**config.mk**
```make
export PLATFORM = sky130hd
export DESIGN_NAME = sha256_hash_engine_top_flat
export DESIGN_NICKNAME = d
export VERILOG_FILES = /design/src/hdl/sha256_pkg.sv /design/src/hdl/sha256_ifs.sv /design/src/hdl/sha256_hash_engine_top.sv /design/src/flat_wrapper.sv
export VERILOG_INCLUDE_DIRS = /design/src /design/src/hdl
export SDC_FILE = /design/constraint.sdc
export NUM_CORES = 2
export LEC_CHECK = 0
export BUFFER_PORTS_ARGS = -buffer_cell sky130_fd_sc_hd__buf_2
export CORE_MARGIN = 3
export CORE_UTILIZATION = 48
export DETAILED_ROUTE_END_ITERATION = 8
export SETUP_SLACK_MARGIN = 0.05
export SLEW_MARGIN = 20
export SYNTH_ARGS = -nofsm -noshare
export SYNTH_HDL_FRONTEND = slang
export SYNTH_SLANG_ARGS = --single-unit
```
**constraint.sdc**
```tcl
create_clock -name clk -period 45.9 [get_ports clk]
set_input_delay 9.18 -clock clk [delete_from_list [all_inputs] [get_ports clk]]
set_output_delay 9.18 -clock clk [all_outputs]
set_load 0.005 [all_outputs]
```
**src/hdl/sha256_hash_engine_top_macros.svh**
```systemverilog
// Assertion macros for the SHA-256 hash engine.
`ifndef SHA256_HASH_ENGINE_TOP_MACROS_SVH
`define SHA256_HASH_ENGINE_TOP_MACROS_SVH
`ifndef SYNTHESIS
`define SHA256_ASSERT(label, prop, msg) \
	label: assert property (@(posedge clk) disable iff (!arst_n) prop) else $error(msg);
`define SHA256_ASSERT_NEXT(label, ante, cons, msg) \
	label: assert property (@(posedge clk) disable iff (!arst_n) (ante) |=> (cons)) else $error(msg);
`else
`define SHA256_ASSERT(label, prop, msg)
`define SHA256_ASSERT_NEXT(label, ante, cons, msg)
`endif
`endif

```
**src/hdl/sha256_pkg.sv**
```systemverilog
// Constants, tables and round functions of the SHA-256 hash engine.
package sha256_pkg;

	localparam int unsigned WordW   = 32;
	localparam int unsigned ByteW   = 8;
	localparam int unsigned IdxW    = 3;
	localparam logic [ByteW-1:0] PadByte = 8'h80;

	localparam logic [WordW-1:0] ROUND_K [64] = '{
		32'h428a2f98, 32'h71374491, 32'hb5c0fbcf, 32'he9b5dba5,
		32'h3956c25b, 32'h59f111f1, 32'h923f82a4, 32'hab1c5ed5,
		32'hd807aa98, 32'h12835b01, 32'h243185be, 32'h550c7dc3,
		32'h72be5d74, 32'h80deb1fe, 32'h9bdc06a7, 32'hc19bf174,
		32'he49b69c1, 32'hefbe4786, 32'h0fc19dc6, 32'h240ca1cc,
		32'h2de92c6f, 32'h4a7484aa, 32'h5cb0a9dc, 32'h76f988da,
		32'h983e5152, 32'ha831c66d, 32'hb00327c8, 32'hbf597fc7,
		32'hc6e00bf3, 32'hd5a79147, 32'h06ca6351, 32'h14292967,
		32'h27b70a85, 32'h2e1b2138, 32'h4d2c6dfc, 32'h53380d13,
		32'h650a7354, 32'h766a0abb, 32'h81c2c92e, 32'h92722c85,
		32'ha2bfe8a1, 32'ha81a664b, 32'hc24b8b70, 32'hc76c51a3,
		32'hd192e819, 32'hd6990624, 32'hf40e3585, 32'h106aa070,
		32'h19a4c116, 32'h1e376c08, 32'h2748774c, 32'h34b0bcb5,
		32'h391c0cb3, 32'h4ed8aa4a, 32'h5b9cca4f, 32'h682e6ff3,
		32'h748f82ee, 32'h78a5636f, 32'h84c87814, 32'h8cc70208,
		32'h90befffa, 32'ha4506ceb, 32'hbef9a3f7, 32'hc67178f2
	};

	localparam logic [WordW-1:0] INIT_H [8] = '{
		32'h6a09e667, 32'hbb67ae85, 32'h3c6ef372, 32'ha54ff53a,
		32'h510e527f, 32'h9b05688c, 32'h1f83d9ab, 32'h5be0cd19
	};

	function automatic logic [WordW-1:0] big_sigma0(input logic [WordW-1:0] x);
		return {x[1:0], x[31:2]} ^ {x[12:0], x[31:13]} ^ {x[21:0], x[31:22]};
	endfunction

	function automatic logic [WordW-1:0] big_sigma1(input logic [WordW-1:0] x);
		return {x[5:0], x[31:6]} ^ {x[10:0], x[31:11]} ^ {x[24:0], x[31:25]};
	endfunction

	function automatic logic [WordW-1:0] small_sigma0(input logic [WordW-1:0] x);
		return {x[6:0], x[31:7]} ^ {x[17:0], x[31:18]} ^ {3'b000, x[31:3]};
	endfunction

	function automatic logic [WordW-1:0] small_sigma1(input logic [WordW-1:0] x);
		return {x[16:0], x[31:17]} ^ {x[18:0], x[31:19]} ^ {10'd0, x[31:10]};
	endfunction

	function automatic logic [WordW-1:0] choose(input logic [WordW-1:0] e,
		input logic [WordW-1:0] f, input logic [WordW-1:0] g);
		return (e & f) ^ (~e & g);
	endfunction

	function automatic logic [WordW-1:0] majority(input logic [WordW-1:0] a,
		input logic [WordW-1:0] b, input logic [WordW-1:0] c);
		return (a & b) ^ (a & c) ^ (b & c);
	endfunction

endpackage

```
**src/hdl/sha256_ifs.sv**
```systemverilog
// Handshake channel interfaces for message bytes and digest words.
interface sha256_msg_if;
	import sha256_pkg::*;
	logic             valid;
	logic             ready;
	logic [ByteW-1:0] msg_byte;
	logic             has_byte;
	logic             end_of_message;
	modport source(output valid, output msg_byte, output has_byte, output end_of_message,
		input ready);
	modport sink(input valid, input msg_byte, input has_byte, input end_of_message,
		output ready);
endinterface

interface sha256_digest_if;
	import sha256_pkg::*;
	logic             valid;
	logic             ready;
	logic [WordW-1:0] digest_word;
	logic [IdxW-1:0]  word_index;
	logic             last_word;
	modport source(output valid, output digest_word, output word_index, output last_word,
		input ready);
	modport sink(input valid, input digest_word, input word_index, input last_word,
		output ready);
endinterface

```
**src/hdl/sha256_hash_engine_top.sv**
```systemverilog
// SHA-256 hash engine: byte stream in, eight digest words out per message.
// Byte items are accepted only while idle; the 64th byte of a block starts a compression
// (load from the block memory and chain memory, 64 rounds, chain-memory update).
// End of message: padding words are written and compressed, plus a second padded block
// when 56 or more bytes are pending; then words go out one at a time, held by a stall.
// arst_n clears control state and the chain valid bits; no memory clearing pass.
`include "sha256_hash_engine_top_macros.svh"

module sha256_hash_engine_top (
	input logic clk,
	input logic arst_n,
	sha256_msg_if.sink msg,
	sha256_digest_if.source digest
);
	import sha256_pkg::*;

	typedef enum logic [5:0] {
		ST_IDLE  = 6'b000001,
		ST_PAD   = 6'b000010,
		ST_LOAD  = 6'b000100,
		ST_ROUND = 6'b001000,
		ST_ADD   = 6'b010000,
		ST_EMIT  = 6'b100000
	} state_t;

	typedef enum logic [1:0] {
		MD_BLOCK,
		MD_BLOCK_EOM,
		MD_PAD_MORE,
		MD_PAD_LAST
	} mode_t;

	state_t      st_q;
	mode_t       mode_q;
	logic [5:0]  fill_q;
	logic [60:0] len_q;
	logic [3:0]  pw_q;
	logic        pad_first_q;
	logic [4:0]  cnt_q;
	logic [5:0]  rnd_q;
	logic [7:0]  chain_vld_q;
	logic [3:0]  e_q;
	logic        rd_pend_q;
	logic        out_valid_q;

	logic [WordW-1:0] word_q;
	logic [WordW-1:0] v_q [8];
	logic [WordW-1:0] w_q [16];
	logic [WordW-1:0] out_word_q;
	logic [IdxW-1:0]  out_idx_q;
	logic             out_last_q;

	logic [WordW-1:0] bmem [16];
	logic [WordW-1:0] bm_rdata_q;
	logic [WordW-1:0] cmem [8];
	logic [WordW-1:0] cm_rdata_q;
	logic [2:0]       cm_raddr_q;
	logic             cm_rvld_q;

	logic             accept;
	logic [5:0]       fill_nxt;
	logic [WordW-1:0] byte_word;
	logic [WordW-1:0] pad_word;
	logic [WordW-1:0] pad_data;
	logic [63:0]      len_bits;
	logic             bm_we;
	logic [3:0]       bm_waddr;
	logic [WordW-1:0] bm_wdata;
	logic             bm_re;
	logic             em_issue;
	logic             cm_re;
	logic [2:0]       cm_raddr;
	logic             cm_we;
	logic [2:0]       cm_waddr;
	logic [WordW-1:0] c_rdata;
	logic [WordW-1:0] cm_wdata;
	logic             load_push;
	logic             load_chain;
	logic [WordW-1:0] t1;
	logic [WordW-1:0] t2;
	logic [WordW-1:0] w_new;

	assign msg.ready = (st_q == ST_IDLE);
	assign accept    = msg.valid && msg.ready;
	assign fill_nxt  = msg.has_byte ? 6'(fill_q + 6'd1) : fill_q;
	assign byte_word = {word_q[23:0], msg.msg_byte};
	assign len_bits  = {len_q, 3'b000};

	always_comb begin
		unique case (fill_q[1:0])
			2'd0: pad_word = {PadByte, 24'd0};
			2'd1: pad_word = {word_q[7:0], PadByte, 16'd0};
			2'd2: pad_word = {word_q[15:0], PadByte, 8'd0};
			2'd3: pad_word = {word_q[23:0], PadByte};
		endcase
	end

	always_comb begin
		if (pad_first_q) begin
			pad_data = pad_word;
		end else if (mode_q == MD_PAD_LAST && pw_q == 4'd14) begin
			pad_data = len_bits[63:32];
		end else if (mode_q == MD_PAD_LAST && pw_q == 4'd15) begin
			pad_data = len_bits[31:0];
		end else begin
			pad_data = '0;
		end
	end

	// block buffer memory: one word per four bytes
	assign bm_we    = (accept && msg.has_byte && fill_q[1:0] == 2'b11) || (st_q == ST_PAD);
	assign bm_waddr = (st_q == ST_PAD) ? pw_q : fill_q[5:2];
	assign bm_wdata = (st_q == ST_PAD) ? pad_data : byte_word;
	assign bm_re    = (st_q == ST_LOAD) && !cnt_q[4];

	always_ff @(posedge clk) begin
		if (bm_we) begin
			bmem[bm_waddr] <= bm_wdata;
		end
		if (bm_re) begin
			bm_rdata_q <= bmem[cnt_q[3:0]];
		end
	end

	// chain state memory; an entry not written since restart reads as the initial value
	assign em_issue = (st_q == ST_EMIT) && !e_q[3] && !rd_pend_q && (!out_valid_q || digest.ready);
	assign cm_re    = ((st_q == ST_LOAD || st_q == ST_ADD) && cnt_q[4:3] == 2'b00) || em_issue;
	assign cm_raddr = (st_q == ST_EMIT) ? e_q[2:0] : cnt_q[2:0];
	assign cm_we    = (st_q == ST_ADD) && (cnt_q != 5'd0);
	assign cm_waddr = 3'(cnt_q - 5'd1);
	assign c_rdata  = cm_rvld_q ? cm_rdata_q : INIT_H[cm_raddr_q];
	assign cm_wdata = c_rdata + v_q[0];

	always_ff @(posedge clk) begin
		if (cm_we) begin
			cmem[cm_waddr] <= cm_wdata;
		end
		if (cm_re) begin
			cm_rdata_q <= cmem[cm_raddr];
			cm_raddr_q <= cm_raddr;
			cm_rvld_q  <= chain_vld_q[cm_raddr];
		end
	end

	// round datapath
	assign t1 = v_q[7] + big_sigma1(v_q[4]) + choose(v_q[4], v_q[5], v_q[6])
		+ ROUND_K[rnd_q] + w_q[0];
	assign t2 = big_sigma0(v_q[0]) + majority(v_q[0], v_q[1], v_q[2]);
	assign w_new = small_sigma1(w_q[14]) + w_q[9] + small_sigma0(w_q[1]) + w_q[0];

	assign load_push  = (st_q == ST_LOAD) && (cnt_q != 5'd0);
	assign load_chain = load_push && (cnt_q <= 5'd8);

	always_ff @(posedge clk) begin
		if (accept && msg.has_byte) begin
			word_q <= byte_word;
		end
		if (load_push) begin
			for (int i = 0; i < 15; i++) begin
				w_q[i] <= w_q[i+1];
			end
			w_q[15] <= bm_rdata_q;
		end else if (st_q == ST_ROUND) begin
			for (int i = 0; i < 15; i++) begin
				w_q[i] <= w_q[i+1];
			end
			w_q[15] <= w_new;
		end
		if (load_chain || cm_we) begin
			for (int i = 0; i < 7; i++) begin
				v_q[i] <= v_q[i+1];
			end
			v_q[7] <= c_rdata;
		end else if (st_q == ST_ROUND) begin
			v_q[7] <= v_q[6];
			v_q[6] <= v_q[5];
			v_q[5] <= v_q[4];
			v_q[4] <= v_q[3] + t1;
			v_q[3] <= v_q[2];
			v_q[2] <= v_q[1];
			v_q[1] <= v_q[0];
			v_q[0] <= t1 + t2;
		end
		if (rd_pend_q) begin
			out_word_q <= c_rdata;
			out_idx_q  <= cm_raddr_q;
			out_last_q <= (cm_raddr_q == 3'd7);
		end
	end

	always_ff @(posedge clk or negedge arst_n) begin
		if (!arst_n) begin
			st_q        <= ST_IDLE;
			mode_q      <= MD_BLOCK;
			fill_q      <= '0;
			len_q       <= '0;
			pw_q        <= '0;
			pad_first_q <= 1'b0;
			cnt_q       <= '0;
			rnd_q       <= '0;
			chain_vld_q <= '0;
			e_q         <= '0;
			rd_pend_q   <= 1'b0;
			out_valid_q <= 1'b0;
		end else begin
			rd_pend_q <= em_issue;
			if (rd_pend_q) begin
				out_valid_q <= 1'b1;
			end else if (digest.ready) begin
				out_valid_q <= 1'b0;
			end
			if (cm_we) begin
				chain_vld_q[cm_waddr] <= 1'b1;
			end
			unique case (st_q)
				ST_IDLE: begin
					if (accept) begin
						fill_q <= fill_nxt;
						if (msg.has_byte) begin
							len_q <= 61'(len_q + 61'd1);
						end
						if (msg.has_byte && fill_q == 6'd63) begin
							st_q   <= ST_LOAD;
							cnt_q  <= '0;
							mode_q <= msg.end_of_message ? MD_BLOCK_EOM : MD_BLOCK;
						end else if (msg.end_of_message) begin
							st_q        <= ST_PAD;
							pw_q        <= fill_nxt[5:2];
							pad_first_q <= 1'b1;
							mode_q      <= (fill_nxt >= 6'd56) ? MD_PAD_MORE : MD_PAD_LAST;
						end
					end
				end
				ST_PAD: begin
					pad_first_q <= 1'b0;
					pw_q        <= pw_q + 4'd1;
					if (pw_q == 4'd15) begin
						st_q  <= ST_LOAD;
						cnt_q <= '0;
					end
				end
				ST_LOAD: begin
					if (cnt_q == 5'd16) begin
						st_q  <= ST_ROUND;
						cnt_q <= '0;
						rnd_q <= '0;
					end else begin
						cnt_q <= cnt_q + 5'd1;
					end
				end
				ST_ROUND: begin
					rnd_q <= rnd_q + 6'd1;
					if (rnd_q == 6'd63) begin
						st_q  <= ST_ADD;
						cnt_q <= '0;
					end
				end
				ST_ADD: begin
					if (cnt_q == 5'd8) begin
						cnt_q <= '0;
						unique case (mode_q)
							MD_BLOCK: begin
								st_q <= ST_IDLE;
							end
							MD_BLOCK_EOM: begin
								st_q        <= ST_PAD;
								pw_q        <= '0;
								pad_first_q <= 1'b1;
								mode_q      <= MD_PAD_LAST;
							end
							MD_PAD_MORE: begin
								st_q        <= ST_PAD;
								pw_q        <= '0;
								pad_first_q <= 1'b0;
								mode_q      <= MD_PAD_LAST;
							end
							MD_PAD_LAST: begin
								st_q <= ST_EMIT;
								e_q  <= '0;
							end
						endcase
					end else begin
						cnt_q <= cnt_q + 5'd1;
					end
				end
				ST_EMIT: begin
					if (em_issue) begin
						e_q <= e_q + 4'd1;
					end
					// last word captured: restart from the initial hash values
					if (rd_pend_q && cm_raddr_q == 3'd7) begin
						st_q        <= ST_IDLE;
						chain_vld_q <= '0;
						fill_q      <= '0;
						len_q       <= '0;
					end
				end
				default: begin
					st_q <= ST_IDLE;
				end
			endcase
		end
	end

	assign digest.valid       = out_valid_q;
	assign digest.digest_word = out_word_q;
	assign digest.word_index  = out_idx_q;
	assign digest.last_word   = out_last_q;

	`SHA256_ASSERT_NEXT(a_round_exit, rnd_q == 6'd63, st_q == ST_ADD, "rounds overran")
	`SHA256_ASSERT(a_pend_emit, rd_pend_q |-> (st_q == ST_EMIT), "read pending outside emit")
	`SHA256_ASSERT(a_out_src, $rose(out_valid_q) |-> $past(st_q == ST_EMIT), "word outside emit")
	`SHA256_ASSERT_NEXT(a_pad_load, st_q == ST_PAD && pw_q == 4'd15, st_q == ST_LOAD, "no load")

endmodule

```
**src/flat_wrapper.sv**
```systemverilog
// flat-port wrapper written by rule: the top's interface ports become plain ports
module sha256_hash_engine_top_flat import sha256_pkg::*;
  (clk, arst_n, msg_valid, msg_msg_byte, msg_has_byte, msg_end_of_message, msg_ready, digest_valid, digest_digest_word, digest_word_index, digest_last_word, digest_ready);
  sha256_msg_if msg_i ();
  sha256_digest_if digest_i ();
  input logic clk;
  input logic arst_n;
  input wire logic [$bits(msg_i.valid)-1:0] msg_valid;
  input wire logic [$bits(msg_i.msg_byte)-1:0] msg_msg_byte;
  input wire logic [$bits(msg_i.has_byte)-1:0] msg_has_byte;
  input wire logic [$bits(msg_i.end_of_message)-1:0] msg_end_of_message;
  output wire logic [$bits(msg_i.ready)-1:0] msg_ready;
  output wire logic [$bits(digest_i.valid)-1:0] digest_valid;
  output wire logic [$bits(digest_i.digest_word)-1:0] digest_digest_word;
  output wire logic [$bits(digest_i.word_index)-1:0] digest_word_index;
  output wire logic [$bits(digest_i.last_word)-1:0] digest_last_word;
  input wire logic [$bits(digest_i.ready)-1:0] digest_ready;
  assign msg_i.valid = msg_valid;
  assign msg_i.msg_byte = msg_msg_byte;
  assign msg_i.has_byte = msg_has_byte;
  assign msg_i.end_of_message = msg_end_of_message;
  assign msg_ready = msg_i.ready;
  assign digest_valid = digest_i.valid;
  assign digest_digest_word = digest_i.digest_word;
  assign digest_word_index = digest_i.word_index;
  assign digest_last_word = digest_i.last_word;
  assign digest_i.ready = digest_ready;
  sha256_hash_engine_top u_core (.clk(clk), .arst_n(arst_n), .msg(msg_i), .digest(digest_i));
endmodule
```
# ---- Yosys cells after proc, flatten, opt, wreduce, memory -nomap -nowiden
# Memory sizes are Yosys's and may differ from the RTL's. A register that Yosys moved wholly into a read port is not among the register bits.
# Index checks and enable logic that the tools add are counted.
dict set report word_totals {
  register_bits 169
  in_bits 14
  n_memories 6
  mem_bits_ro 2304
  mem_bits_rw 1536
}
# name depth width rd rd_ports_with_merged_regs write_ports line_no
set memory_table {}
lappend memory_table {{(no name shown)} 64 32 1 0 0 sha256_hash_engine_top.sv:147} ;# + ROUND_K[rnd_q] + w_q[0];
lappend memory_table {u_core.bmem 16 32 1 1 1 sha256_hash_engine_top.sv:53} ;# logic [WordW-1:0] bmem [16];
lappend memory_table {u_core.w_q 16 32 16 0 16 sha256_hash_engine_top.sv:48} ;# logic [WordW-1:0] w_q [16];
lappend memory_table {{(no name shown)} 8 32 1 0 0 sha256_hash_engine_top.sv:131} ;# assign c_rdata = cm_rvld_q ? cm_rdata_q : INIT_H[cm_raddr_q];
lappend memory_table {u_core.cmem 8 32 1 1 1 sha256_hash_engine_top.sv:55} ;# logic [WordW-1:0] cmem [8];
lappend memory_table {u_core.v_q 8 32 8 0 8 sha256_hash_engine_top.sv:47} ;# logic [WordW-1:0] v_q [8];
dict set report op_classes {
  n_reduce_logical 46
  n_bitwise 44
  n_lt_le_gt_ge 7
  n_mux 109
  addsub 18
  eq_ne 34
}
# cell count
set op_table {}
lappend op_table {{32-bit 2-to-1 mux} 33}
lappend op_table {{32-bit adder} 11}
lappend op_table {{32-bit XOR} 9}
lappend op_table {{61-bit 2-to-1 mux} 3}
lappend op_table {{32-bit AND} 5}
lappend op_table {{32-bit case mux with 4 select lines} 1}
lappend op_table {{61-bit case mux with 2 select lines} 1}
lappend op_table {{6-bit 2-to-1 mux} 12}
lappend op_table {{61-bit by 1-bit adder with 61-bit output, second input constant} 1}
lappend op_table {{4-bit 2-to-1 mux} 9}
lappend op_table {{6-bit case mux with 6 select lines} 1}
lappend op_table {{32-bit NOT} 1}
lappend op_table {{32-bit by 22-bit XOR with 32-bit output} 1}
lappend op_table {{32-bit by 29-bit XOR with 32-bit output} 1}
lappend op_table {{5-bit 2-to-1 mux} 6}
lappend op_table {{5-bit case mux with 5 select lines} 1}
lappend op_table {{8-bit 2-to-1 mux} 3}
lappend op_table {{1-bit OR} 24}
lappend op_table {{6-bit case mux with 2 select lines} 2}
lappend op_table {{1-bit 2-to-1 mux} 23}
lappend op_table {{2-bit != test, second input constant} 10}
lappend op_table {{6-bit == test, second input constant} 3}
lappend op_table {{6-bit case mux with 3 select lines} 1}
lappend op_table {{1-bit logical AND} 16}
lappend op_table {{48 further kinds} 80}

# ---- Longest topological paths before layout
dict set report logic_depth {
  word_depth 9
  ltp_mapped 39
}

# ---- Worst setup path after synthesis
# No wires, ideal clock.
dict set report synth_timing {
  path_kind {reg-to-reg}
  from {register u_core.st_q[3]}
  to {memory u_core.v_q[0][0] (enable)}
  arrival_ps 20435
  setup_time_ps 1230
  required_ps 44670
  setup_slack_ps 24235
  stages_incl_launch_ff 7
  path_cell_list {dfrtp_1 > buf_2 > nor4_1 > nand3b_1 > nor2_1 > a21oi_1 > o21ai_0}
}
# element line_no
set synth_rtl {}
lappend synth_rtl {{from (decl)} sha256_hash_engine_top.sv:33} ;# state_t st_q;
lappend synth_rtl {{from (signal assigned)} sha256_hash_engine_top.sv:193} ;# st_q <= ST_IDLE;
lappend synth_rtl {{from (signal assigned)} sha256_hash_engine_top.sv:223} ;# st_q <= ST_LOAD;
lappend synth_rtl {{from (signal assigned)} sha256_hash_engine_top.sv:227} ;# st_q <= ST_PAD;
lappend synth_rtl {{to (decl)} sha256_hash_engine_top.sv:47}

# ---- Worst setup path in the final report
dict set report layout_timing {
  from {register u_core.st_q[3]}
  to {output msg_ready}
}
dict set report layout_between {
  elab_chain_cells 1
}
# element line_no
set layout_rtl {}
lappend layout_rtl {{6-bit by 1-bit == test with 1-bit output} sha256_hash_engine_top.sv:83} ;# assign msg.ready = (st_q == ST_IDLE);
lappend layout_rtl {{to (decl)} flat_wrapper.sv:12} ;# output wire logic [$bits(msg_i.ready)-1:0] msg_ready;
# Every way passes these cells.

==> results.py <==
metrics = {
    "logic_synthesis": {
        "synthMostInstantiatedCell": "edfxtp_1",
        "synth_top_area_share_pct": 59.8,
        "synth_top_cells_by_count": "edfxtp_1, nand2_1, o21ai_0",
        "syn_area_per_cell_sq_um": 13.3,
        "syn_inst": 6291,
        "synthDominantAreaCellType": "edfxtp_1",
        "ys_async_sr_fraction_pct": 5.94,
        "synthDistinctLibCells": 92,
        "ys.warnings.count": 0,
        "synth_seq_area_share_pct": 62.9,
        "synth-edff-count": 1664,
        "mappedNetlistNets": 6688,
        "yosys_register_bits": 1769,
        "synthFlopType": "edfxtp_1",
        "yosys-top-cells-area": "edfxtp_1, nand2_1, fa_1",
        "synthesis.area_sq_mm": 0.0836,
    },
    "global_route": {
        "initial_antenna_violation_count": 19,
        "grt_first_pass_wirelength_mm": 330,
        "grt_pass1_vias": 48800,
        "gr-usage-all-layers_pct": 24.8,
        "pin_count_of_the_biggest_net_entering_global_routing": 213,
        "grt_overflow": 0,
    },
    "timing": {
        "rsz_0062_raised_after_global_routing": "false",
        "portion_of_the_clock_cycle_consumed_by_the_worst_path_in_the_final_layout_pct": 24.8,
        "finalSetupTns_ps": 0,
        "max_freq_mhz": 87.7,
        "final.setup_skew_ps": 61.9,
        "final_max_slew_viol_count": 0,
        "setup_viol": 0,
        "tightest_slew_ps": 1110,
        "finalHoldWorstSlack_ps": 377,
        "worst_slew_margin_rel_pct": 26.2,
        "fin_crit_ps": 11400,
        "timing_hold_violations_final": 0,
    },
    "worst_setup_path": {
        "cells_along_the_critical_path": "nor4_4, and2_1, buf_2",
        "r2r_setup_slack_ps": 35520,
        "crit_type": "reg2out",
        "cp.required_ps": 36720,
        "slowest_stage": "dfrtp_1",
        "worst-endpoint-arrival_ps": 2220,
        "worst-path-max-fanout": 9,
        "worst_setup_path_start_kind": "flop",
        "critPathCaptureType": "output pin",
        "critical-path-max-stage-delay_ps": 490,
        "rr_worst_depth": 33,
    },
    "floorplanning": {
        "placement_rows": 152,
        "initial_core_util_pct": 48.5,
        "die-height_um": 423,
        "core_area_sq_mm": 0.172,
        "floorplan.die_area_sq_mm": 0.179,
        "io-pin-count": 52,
        "die_x_um": 423,
    },
    "routing": {
        "first_iter_violations": 6065,
        "drt-vias-per-instance": 5.79,
        "wl_mm": 223,
        "number_of_iterations_in_the_first_detailed_routing_pass": 8,
        "vias_after_detailed_routing": 50800,
        "drt-wirelength-per-cell_um": 25.5,
        "route.detailed.drc": 0,
        "detail-route-antenna-nets": 0,
    },
    "final_layout": {
        "area_delta_synth_final_pct": 10.7,
        "final_layout_size_suffix_gt1_share_pct": 10.1,
        "finish.net_count": 6700,
        "num-fill-cells": 14400,
        "multi_input_area_sq_mm": 0.0291,
        "sequential_cell_area_sq_mm": 0.0526,
    },
    "clock_network": {
        "cts-hold-fix-buffers": 0,
        "cts_tree": "built",
        "cts_num_sinks": 1769,
        "cts_post_setup_buffers_inserted": 0,
        "ctsResizeCount": 0,
        "ctsHtreeMaxLevel": 4,
        "clock_tree.root_cell": "clkbuf_16",
        "clock_latency_ps": 840,
        "cts_inserted_buffers": 184,
        "number_of_buffers_on_the_longest_clock_path": 3,
        "clkSlewWorstSetupHoldPaths_ps": 60,
    },
    "outcome": {
        "run_status": "finished clean",
    },
    "hold_path": {
        "hold-path-cell-count": 0,
        "min_path_type": "reg2reg",
    },
    "placed_design": {
        "detailedPlacementHpwl_mm": 153,
        "gp_routability_congestion": 0.947,
        "port_buffers": 51,
    },
    "flow_run": {
        "maxCapViolCount": 0,
    },
}
==> per-stage QoR <==
step                      utilization (%)  std cells  area [sq um]  worst slack [ps]
final                                53.7       8763         92600             34500
after global routing                 53.7       8760         92600             34370
after CTS                            53.6       8752         92300             34430
after detailed placement             50.2       8420         86600             33760
after global placement               50.2       8416         86500             33800
after floorplan                         -       6291         83600             24230
==> placed cells by master, fill, tap and decap left out, types with 41 or more instances in the layout <==
master / n
a211oi_1: 41
edfxtp_1: 1664
a21oi_1: 244
dfrtp_1: 97
fa_1: 188
clkbuf_16: 184
nor3_1: 49
clkbuf_1: 52
nor2_1: 214
mux4_2: 161
inv_1: 260
xor2_1: 135
nand2_1: 1128
buf_2: 50
xnor2_1: 298
a21o_1: 60
o21ai_0: 320
nand3_1: 244
buf_4: 77
ha_1: 195
==> metal layers <==
layer	GRT usage (%)	wire, um
met4	7.51	7150
met1	37.4	101000
met2	37.4	101000
met5	0	48
met3	3.74	14600
==> registers in the layout, indices dropped and copies added (netlist names), 8 cells and up <==
signal	count
u_core.bmem	512
u_core.w_q	512
u_core.cmem	256
u_core.v_q	256
u_core.len_q	61
u_core.bm_rdata_q	32
u_core.cm_rdata_q	32
u_core.digest.digest_word	32
u_core.word_q	24
u_core.chain_vld_q	8
==> path summary, 6_finish.rpt <==
kind | start | to
max reg2reg | u_core.rnd_q[0]$_DFFE_PN0P_ | u_core.v_q[0][30]$_DFFE_PP_
min | u_core.w_q[0][174]$_DFFE_PP_ | u_core.w_q[0][142]$_DFFE_PP_
min reg2reg | u_core.w_q[0][174]$_DFFE_PP_ | u_core.w_q[0][142]$_DFFE_PP_
max | u_core.st_q[3]$_DFFE_PN0P_ | msg_ready
min in group asynchronous | arst_n | u_core.pw_q[3]$_DFFE_PN0P_
max in group asynchronous | arst_n | u_core.chain_vld_q[6]$_DFF_PN0_
==> worst max-delay path: cells and delay by family, from the launching register on <==
family / cells / cell delay [ps]
simple gates: 2 / 690
buf+inv: 1 / 240
flops: 1 / 490
==> layout make-up <==
class / count / share of cell area, %
multi-input cells: 3943 / 31.5
diodes: 4 / 0.0108
well taps: 2310 / 3.12
flip-flops and latches: 1769 / 56.8
clock inverters: 94 / 1.02
clock buffers: 238 / 5.22
repair buffers: 140 / 1.25
inverters: 265 / 1.08
==> cell families (layout without fill, tap and decap cells) <==
family	Yosys count	after routing	synth area share, %
and+or+nand+nor	1889	1889	9.75
DFF	1769	1769	62.9
AOI/OAI and AO/OA	987	987	7.30
buffers and inverters	579	737	2.61
xor gates and xnor gates	434	434	4.56
adders and majority gates	408	408	7.72
muxes	225	225	5.14
other	0	4	0
Power is not shown: default switching activity piles up to over one toggle a cycle in this logic, so the estimate is an artifact.
